`src/hdl/ktmr_pkg.sv`:
```
package ktmr_pkg;

  localparam int unsigned NUM_DIGITS = 4;

  localparam logic [6:0] MAX_MIN_RST  = 7'd30;
  localparam logic [6:0] SEC_LIMIT    = 7'd60;
  localparam logic [3:0] DIGIT_MAX    = 4'd9;
  localparam logic [3:0] SEC_TENS_MAX = 4'd5;

  localparam logic [4:0] KEY_DIGIT_LAST  = 5'd9;
  localparam logic [4:0] KEY_LETTER_LAST = 5'd15;
  localparam logic [4:0] KEY_R           = 5'd16;
  localparam logic [4:0] KEY_S           = 5'd17;

  typedef enum logic [2:0] {
    REQ_KEY        = 3'd0,
    REQ_TICK       = 3'd1,
    REQ_START      = 3'd2,
    REQ_STOP       = 3'd3,
    REQ_DOOR_OPEN  = 3'd4,
    REQ_DOOR_CLOSE = 3'd5
  } req_e;

  typedef enum logic [2:0] {
    MODE_ENTER = 3'd0,
    MODE_AWAIT = 3'd1,
    MODE_RUN   = 3'd2,
    MODE_PAUSE = 3'd3,
    MODE_DOOR  = 3'd4,
    MODE_DONE  = 3'd5
  } mode_e;

  typedef enum logic [2:0] {
    ST_NONE     = 3'd0,
    ST_CHAR_ERR = 3'd1,
    ST_OVER_MAX = 3'd2,
    ST_SEC_ERR  = 3'd3,
    ST_FINISHED = 3'd4,
    ST_STOPPED  = 3'd5
  } status_e;

  typedef struct packed {
    logic [2:0] req_type;
    logic [4:0] key_code;
    logic       door_closed;
  } in_item_t;

  typedef struct packed {
    logic [2:0] mode;
    logic [3:0] min_tens;
    logic [3:0] min_ones;
    logic [3:0] sec_tens;
    logic [3:0] sec_ones;
    logic       leds_on;
    logic [2:0] status;
  } out_item_t;

endpackage

```
`src/hdl/keypad_countdown_timer.sv`:
```
// Cooking timer controller for an mm:ss keypad entry. Every input transfer
// (key, one-second tick, start, stop/pause, door opened, door closed) gives
// exactly one result transfer carrying mode, the four shown digits, lamp
// state and a status code. The whole update is one combinational pass from
// the state registers into a result register, so a new transfer is taken
// every cycle while in_stall_o is low. Its result is registered into the
// result register, or into the skid register while the result register is held.
// This two-entry output buffer keeps input transfers flowing while one result
// waits; in_stall_o rises only when both entries are full. max_minutes is
// to be written through cfg_we_i/cfg_wdata_i only while the block is idle (not enforced); it resets to 30.
module keypad_countdown_timer (
  input  logic                 clk_i,
  input  logic                 rst_ni,
  input  logic                 cfg_we_i,
  input  logic [6:0]           cfg_wdata_i,
  input  logic                 in_valid_i,
  output logic                 in_stall_o,
  input  ktmr_pkg::in_item_t   in_data_i,
  output logic                 out_valid_o,
  input  logic                 out_stall_i,
  output ktmr_pkg::out_item_t  out_data_o
);

  // timer state: digit 0 is seconds ones, digit 3 is minutes tens
  logic [ktmr_pkg::NUM_DIGITS-1:0][3:0] dig_q, dig_d;
  logic [2:0]      cnt_q, cnt_d;
  ktmr_pkg::mode_e mode_q, mode_d;
  logic            lamp_q, lamp_d;
  logic [6:0]      max_min_q;

  // output buffer
  ktmr_pkg::out_item_t out_q, skid_q, res;
  logic                out_vld_q, skid_vld_q;

  // working values
  logic [ktmr_pkg::NUM_DIGITS-1:0][3:0] dig_e;
  logic [2:0]          cnt_e;
  ktmr_pkg::mode_e     mode_e_v;
  logic [6:0]          mins, secs;
  logic                over_max, sec_bad;
  logic                do_shift, do_clear, do_start;
  logic [3:0]          shift_val;
  logic [3:0]          cnt_inc;
  ktmr_pkg::status_e   status;
  logic [ktmr_pkg::NUM_DIGITS-1:0][3:0] shown;

  logic in_xfer, out_xfer;
  logic [2:0] req;
  logic [4:0] key;

  assign in_stall_o  = skid_vld_q;
  assign in_xfer     = in_valid_i && !skid_vld_q;
  assign out_valid_o = out_vld_q;
  assign out_xfer    = out_vld_q && !out_stall_i;
  assign out_data_o  = out_q;

  assign req = in_data_i.req_type;
  assign key = in_data_i.key_code;

  // a key after a finished run starts a fresh entry before it is handled
  always_comb begin
    if (mode_q == ktmr_pkg::MODE_DONE && req == ktmr_pkg::REQ_KEY) begin
      dig_e    = '0;
      cnt_e    = 3'd0;
      mode_e_v = ktmr_pkg::MODE_ENTER;
    end else begin
      dig_e    = dig_q;
      cnt_e    = cnt_q;
      mode_e_v = mode_q;
    end
  end

  // start check: minutes and seconds as binary, times ten by shift and add
  assign mins = ({3'b000, dig_e[3]} << 3) + ({3'b000, dig_e[3]} << 1) + {3'b000, dig_e[2]};
  assign secs = ({3'b000, dig_e[1]} << 3) + ({3'b000, dig_e[1]} << 1) + {3'b000, dig_e[0]};
  assign over_max = (mins > max_min_q) || (mins == max_min_q && secs != 7'd0);
  assign sec_bad  = (secs >= ktmr_pkg::SEC_LIMIT);
  assign cnt_inc  = {1'b0, cnt_e} + 4'd1;

  always_comb begin
    dig_d     = dig_e;
    cnt_d     = cnt_e;
    mode_d    = mode_e_v;
    lamp_d    = lamp_q;
    status    = ktmr_pkg::ST_NONE;
    do_shift  = 1'b0;
    do_clear  = 1'b0;
    do_start  = 1'b0;
    shift_val = 4'd0;

    unique case (mode_e_v)
      ktmr_pkg::MODE_ENTER: begin
        if (req == ktmr_pkg::REQ_KEY) begin
          if (key <= ktmr_pkg::KEY_DIGIT_LAST) begin
            do_shift  = 1'b1;
            shift_val = key[3:0];
          end else if (key <= ktmr_pkg::KEY_LETTER_LAST) begin
            status = ktmr_pkg::ST_CHAR_ERR;
          end else if (key == ktmr_pkg::KEY_R || key == ktmr_pkg::KEY_S) begin
            // R or S as the first key counts as a zero digit
            if (cnt_e == 3'd0) begin
              do_shift = 1'b1;
            end else if (key == ktmr_pkg::KEY_R) begin
              do_clear = 1'b1;
            end else begin
              do_start = 1'b1;
            end
          end
        end
      end
      ktmr_pkg::MODE_AWAIT: begin
        if (req == ktmr_pkg::REQ_START && in_data_i.door_closed) begin
          do_start = 1'b1;
        end else if (req == ktmr_pkg::REQ_STOP) begin
          do_clear = 1'b1;
        end
      end
      ktmr_pkg::MODE_RUN: begin
        if (req == ktmr_pkg::REQ_TICK) begin
          if (dig_e == '0) begin
            mode_d = ktmr_pkg::MODE_DONE;
            lamp_d = 1'b0;
            status = ktmr_pkg::ST_FINISHED;
          end else if (dig_e[0] != 4'd0) begin
            dig_d[0] = dig_e[0] - 4'd1;
          end else if (dig_e[1] != 4'd0) begin
            dig_d[1] = dig_e[1] - 4'd1;
            dig_d[0] = ktmr_pkg::DIGIT_MAX;
          end else if (dig_e[2] != 4'd0) begin
            dig_d[2] = dig_e[2] - 4'd1;
            dig_d[1] = ktmr_pkg::SEC_TENS_MAX;
            dig_d[0] = ktmr_pkg::DIGIT_MAX;
          end else begin
            dig_d[3] = dig_e[3] - 4'd1;
            dig_d[2] = ktmr_pkg::DIGIT_MAX;
            dig_d[1] = ktmr_pkg::SEC_TENS_MAX;
            dig_d[0] = ktmr_pkg::DIGIT_MAX;
          end
        end else if (req == ktmr_pkg::REQ_STOP) begin
          mode_d = ktmr_pkg::MODE_PAUSE;
        end else if (req == ktmr_pkg::REQ_DOOR_OPEN) begin
          mode_d = ktmr_pkg::MODE_DOOR;
        end
      end
      ktmr_pkg::MODE_PAUSE: begin
        if (req == ktmr_pkg::REQ_TICK) begin
          lamp_d = !lamp_q;
        end else if (req == ktmr_pkg::REQ_STOP) begin
          mode_d = ktmr_pkg::MODE_DONE;
          lamp_d = 1'b0;
          status = ktmr_pkg::ST_STOPPED;
        end else if (req == ktmr_pkg::REQ_START) begin
          mode_d = ktmr_pkg::MODE_RUN;
          lamp_d = 1'b1;
        end
      end
      ktmr_pkg::MODE_DOOR: begin
        if (req == ktmr_pkg::REQ_TICK) begin
          lamp_d = !lamp_q;
        end else if (req == ktmr_pkg::REQ_DOOR_CLOSE) begin
          mode_d = ktmr_pkg::MODE_RUN;
          lamp_d = 1'b1;
        end
      end
      default: begin
      end
    endcase

    if (do_shift) begin
      dig_d = {dig_e[2:0], shift_val};
      if (cnt_inc >= 4'(ktmr_pkg::NUM_DIGITS)) begin
        cnt_d  = 3'(ktmr_pkg::NUM_DIGITS);
        mode_d = ktmr_pkg::MODE_AWAIT;
      end else begin
        cnt_d = cnt_inc[2:0];
      end
    end

    if (do_clear) begin
      dig_d  = '0;
      cnt_d  = 3'd0;
      mode_d = ktmr_pkg::MODE_ENTER;
    end

    if (do_start) begin
      if (over_max || sec_bad) begin
        dig_d  = '0;
        cnt_d  = 3'd0;
        mode_d = ktmr_pkg::MODE_ENTER;
        status = over_max ? ktmr_pkg::ST_OVER_MAX : ktmr_pkg::ST_SEC_ERR;
      end else begin
        mode_d = ktmr_pkg::MODE_RUN;
        lamp_d = 1'b1;
      end
    end
  end

  // a tick while running shows the time before the countdown step
  assign shown = (mode_q == ktmr_pkg::MODE_RUN && req == ktmr_pkg::REQ_TICK) ? dig_q : dig_d;

  always_comb begin
    res.mode     = mode_d;
    res.min_tens = shown[3];
    res.min_ones = shown[2];
    res.sec_tens = shown[1];
    res.sec_ones = shown[0];
    res.leds_on  = lamp_d;
    res.status   = status;
  end

  // state registers, updated on every input transfer
  always_ff @(posedge clk_i or negedge rst_ni) begin
    if (!rst_ni) begin
      dig_q  <= '0;
      cnt_q  <= 3'd0;
      mode_q <= ktmr_pkg::MODE_ENTER;
      lamp_q <= 1'b0;
    end else if (in_xfer) begin
      dig_q  <= dig_d;
      cnt_q  <= cnt_d;
      mode_q <= mode_d;
      lamp_q <= lamp_d;
    end
  end

  always_ff @(posedge clk_i or negedge rst_ni) begin
    if (!rst_ni) begin
      max_min_q <= ktmr_pkg::MAX_MIN_RST;
    end else if (cfg_we_i) begin
      max_min_q <= cfg_wdata_i;
    end
  end

  // two-entry output buffer: skid fills only when the result register is
  // held by a stalled transfer
  always_ff @(posedge clk_i or negedge rst_ni) begin
    if (!rst_ni) begin
      out_vld_q  <= 1'b0;
      skid_vld_q <= 1'b0;
    end else if (skid_vld_q) begin
      if (out_xfer) begin
        skid_vld_q <= 1'b0;
      end
    end else if (in_xfer) begin
      if (!out_vld_q || out_xfer) begin
        out_vld_q <= 1'b1;
      end else begin
        skid_vld_q <= 1'b1;
      end
    end else if (out_xfer) begin
      out_vld_q <= 1'b0;
    end
  end

  always_ff @(posedge clk_i) begin
    if (skid_vld_q) begin
      if (out_xfer) begin
        out_q <= skid_q;
      end
    end else if (in_xfer) begin
      if (!out_vld_q || out_xfer) begin
        out_q <= res;
      end else begin
        skid_q <= res;
      end
    end
  end

  // skid entry is never occupied without the result register
  a_skid_needs_out: assert property (@(posedge clk_i) disable iff (!rst_ni)
    skid_vld_q |-> out_vld_q)
    else $error("skid entry full while result register empty");

  // lamps are dark outside a run
  a_lamp_off_idle: assert property (@(posedge clk_i) disable iff (!rst_ni)
    (mode_q == ktmr_pkg::MODE_ENTER || mode_q == ktmr_pkg::MODE_AWAIT ||
     mode_q == ktmr_pkg::MODE_DONE) |-> !lamp_q)
    else $error("lamps on outside a run");

  // every way into the running mode lights the lamps
  a_lamp_on_run: assert property (@(posedge clk_i) disable iff (!rst_ni)
    (mode_q == ktmr_pkg::MODE_RUN) |-> lamp_q)
    else $error("lamps off while running");

  // awaiting start only with a full entry
  a_await_full: assert property (@(posedge clk_i) disable iff (!rst_ni)
    (mode_q == ktmr_pkg::MODE_AWAIT) |-> (cnt_q == 3'(ktmr_pkg::NUM_DIGITS)))
    else $error("awaiting start with a short entry");

endmodule
```
`config.mk`:
```
export PLATFORM = sky130hd
export DESIGN_NAME = keypad_countdown_timer
export DESIGN_NICKNAME = d
export VERILOG_FILES = /design/src/hdl/ktmr_pkg.sv /design/src/hdl/keypad_countdown_timer.sv
export SDC_FILE = /design/constraint.sdc
export NUM_CORES = 1
export LEC_CHECK = 0
export BUFFER_PORTS_ARGS = -buffer_cell sky130_fd_sc_hd__buf_2
export CORE_MARGIN = 1
export CORE_UTILIZATION = 35
export DETAILED_ROUTE_END_ITERATION = 10
export PLACE_DENSITY = 0.55
export REMOVE_ABC_BUFFERS = 1
export SLEW_MARGIN = 20
export SYNTH_ARGS = -nofsm -noshare
export SYNTH_HDL_FRONTEND = slang
export SYNTH_SLANG_ARGS = --single-unit
```
`constraint.sdc`:
```
create_clock -name clk_i -period 4.6 [get_ports clk_i]
set_input_delay 0.46 -clock clk_i [delete_from_list [all_inputs] [get_ports clk_i]]
set_output_delay 0.46 -clock clk_i [all_outputs]
set_load 0.01 [all_outputs]
```
==> impl_results.md <==
- Worst Reg2Reg Path Length in Cells: 16
- CP Launch Type: flop
- Largest cells by area after synthesis: edfxtp_1, dfrtp_1, ha_1, nand2_1, mux2_2
- Main synth FF type: edfxtp_1
- Yosys top cell by area: edfxtp_1
- CTS tree: yes
- GRT Residual Overflow: 0
- Die area: 0.01613 sq mm
- FF-to-FF setup slack: 0.19 ns
- Post-synth cell types: 76
- Fillers: between 1k and 1.5k
- Sequential cell area: 0.002190 sq mm
- Pint: 0.002237 W
- Syn Inst Count: 554
- Reg-to-reg startpoint: mode_q[1]
- Flop pwr share: 31.4%
- Max-slew headroom: 43.78%
- Vias in the first global route: 4,405
- Gp weighted congestion: slightly below 0.9
- Drt wl/cell: 18.99 um
- Non-filler cells, final: 813
- Largest vdd supply drop: 0.2160 mV
- Clock Root Buffer: clkbuf_16
- Synth top area share: ~25%
- Core area: around 0.015 sq mm
- Global Route Usage Sum: 19.62%
- Min Hold Slack: about 0.21 ns
- Mapped cell area: ~0.0055 sq mm
- Final hold vios: 0
- Final min period: 4.414 ns
- First-pass GRT wire length: 24,050 um
- Synthesis-to-layout area growth: 18.92%
- Drt initial violations: 331
- Final nets: 669
- Combinational cell fraction of total power: 47.5%
- Post-Route WL: approximately 15,000 um
- Maximum number of pins on one net before global-route repair: 43
- DRT Pass-1 Iters: 5
- H-tree depth: 3
- Crit end category: flop
- Top-count cell post-synth: nand2_1
- FP Rows: 45
- Critical Path AT: 4.64 ns
- DP HPWL: about 11,000 um
- Clock power share: 21.1%
- Clk sinks: 78
- Tcrit/Tclk final: 95.95%
- P per Cell Area: 570.0 mW/mm^2
- TritonCTS Buffers: 9
- Crit Path Max Fanout: 7
- Vias per cell: 5.636
- Ys async rst share: approximately two fifths
- DIE WIDTH: 127 um
- Inst Count DP: 793
- Final worst slack: between 0.15 and 0.2 ns
- DRC errors left: 0
- Slew Viols, Final: 0
- Io pins: 46
- Post-Route Setup TNS: 0 ns
- Hold-fix buffers at CTS: 0
- Ant. Diodes: 0
- Post-synthesis sequential area ratio: 39.99%
- Sw power: 0.001470 W
- RR Endpoint: out_data_o[7]
- Number of enable flip-flop cells after synthesis: 46
- Max_cap viols: 0
- YS warnings: 0
- Via total after detailed routing: 4,582
- Synth top cells by count: nand2_1, edfxtp_1, o21ai_0
- Port-buffer cells: 45
- Leak: 2.762 nW
- Initial Util: 35.98%
- Max Fclk: 226.6 MHz
- Layout cells sized above 1: about 28%
- Post-DRT Antenna Nets: 0
- Post-synthesis area per instance: around 10 sq um
- Status: completed
- Worst Path Required: 4.82 ns
- Min-Delay Path Class: primary input to async pin
- Flops & latches, synth: 78
- Clock Skew: roughly 0.0083 ns
- Actual slew at the worst max-slew pin: 0.8434 ns
- Kind of critical path: flop to flop
- Final setup fails: 0
- Max Root-Sink Buffers: 2
- Pre-CTS setup slack: -0.1096 ns
- Clk Latency, worst-skew pair: 0.36 ns
- Initial antenna violation count: 0
- Vert. Die Dim: 127 um
- Worst-path clk slew: approximately 0.060 ns
- Sw Share: 39.66%
- Area occupied by multi-input gates: 0.003120 sq mm
[worst max-delay path, stage by stage, from the launching register on]
cell and delay, ns:
dfrtp_2 0.46, or4b_4 0.54, nor2_4 0.12, nor2_1 0.06, ha_1 0.22, fa_1 0.40, a21o_1 0.17, a21oi_1 0.16
xnor2_1 0.09, ha_1 0.30, nand4_1 0.18, a2111oi_4 0.44, o221ai_4 0.22, a21o_4 0.32, buf_4 0.16, o31ai_4 0.26
mux2_2 0.19
[per-stage QoR]
stage          utilization, %  area (sq um)  total power, W
6_report                42.78          6504        0.003707
5_1_grt                 42.78          6504        0.003973
4_1_cts                 42.05          6392        0.003645
3_5_place_dp            39.94          6072        0.002842
3_3_place_gp            39.93          6071        0.002815
2_1_floorplan               -          5293        0.002247
[registers in the layout, indices dropped and copies added (netlist names)]
signal       count
cnt_q            3
mode_q           3
max_min_q        7
skid_q          23
out_valid_o      1
in_stall_o       1
dig_q           16
lamp_q           1
out_data_o      23
[layout by cell type, fill, tap and decap left out, drive strengths merged, types with 5 or more instances in the layout]
cell     n
o31ai   27
xor2     5
dfrtp   28
o21ai   41
and3     5
inv     26
nand2   77
nor2    27
a31oi    5
nand2b  10
buf     88
a21o     9
or2      5
xnor2   10
and2     7
o41ai    7
nor3b    8
nor4     5
mux2    22
nor2b    9
edfxtp  46
nand4    8
nor3     8
clkbuf   9
ha      25
a21oi   31
nand3    9
[final cells by class]
| class | instances | share of cell area [%] |
|---|---|---|
| Clock buffer | 9 | 3.463 |
| Clock inverter | 7 | 1.462 |
| Inverter | 24 | 1.385 |
| Tap cell | 188 | 3.617 |
| Multi-Input combinational cell | 419 | 47.98 |
| Sequential cell | 78 | 33.67 |
| Timing Repair Buffer | 88 | 8.426 |
[how the worst max path moves through the flow]
stage / to / startpoint / slack, ns
detailed placement: out_data_o[10] / in_data_i[8] / -0.11
global placement: out_data_o[13] / in_data_i[8] / -0.02
finish: out_data_o[7] / mode_q[1] / 0.19
CTS: out_data_o[10] / mode_q[1] / 0.03
floorplan: out_data_o[10] / in_data_i[8] / -0.02
global route: out_data_o[7] / mode_q[1] / -0.001
[kinds of logic (layout without fill, tap and decap cells)]
| group | count (synthesis) | count (layout) | share of synthesized area, % |
|---|---|---|---|
| XOR/XNOR | 15 | 15 | 2.402 |
| multiplexers | 26 | 26 | 5.262 |
| AND/OR/NAND/NOR | 193 | 193 | 18.28 |
| flip-flops | 78 | 78 | 39.99 |
| adder cells (fa/ha/maj) | 28 | 28 | 6.818 |
| AO/OA/AOI/OAI | 155 | 157 | 22.38 |
| buffers and inverters | 59 | 128 | 4.873 |
[power by group through the flow]
stage          Combinational [W]  Clock, W  Sequential [W]
5_1_grt                  0.00195  0.000831         0.00119
4_1_cts                  0.00168  0.000803         0.00116
3_3_place_gp             0.00165         0         0.00117
3_5_place_dp             0.00167         0         0.00117
2_1_floorplan            0.00101         0         0.00124
6_report                 0.00176  0.000783         0.00116
[per-layer routing]
| metal | track usage (%) | up-vias | share of wire [%] |
|---|---|---|---|
| met1 | 27.12 | 2232 | 47 |
| met4 | 8.123 | 0 | 2.4 |
| li1 | - | 2203 | - |
| met5 | 0 | - | 0 |
| met3 | 4.062 | 25 | 4.9 |
| met2 | 29.86 | 122 | 45 |
[repair_timing]
item,4_1_cts,5_1_grt
endpoints found under the setup margin,0,28
setup buffers,0,2
hold endpoints to repair,0,0
gates resized for setup,0,15
Note: power is estimated with default switching activity, not from simulation.
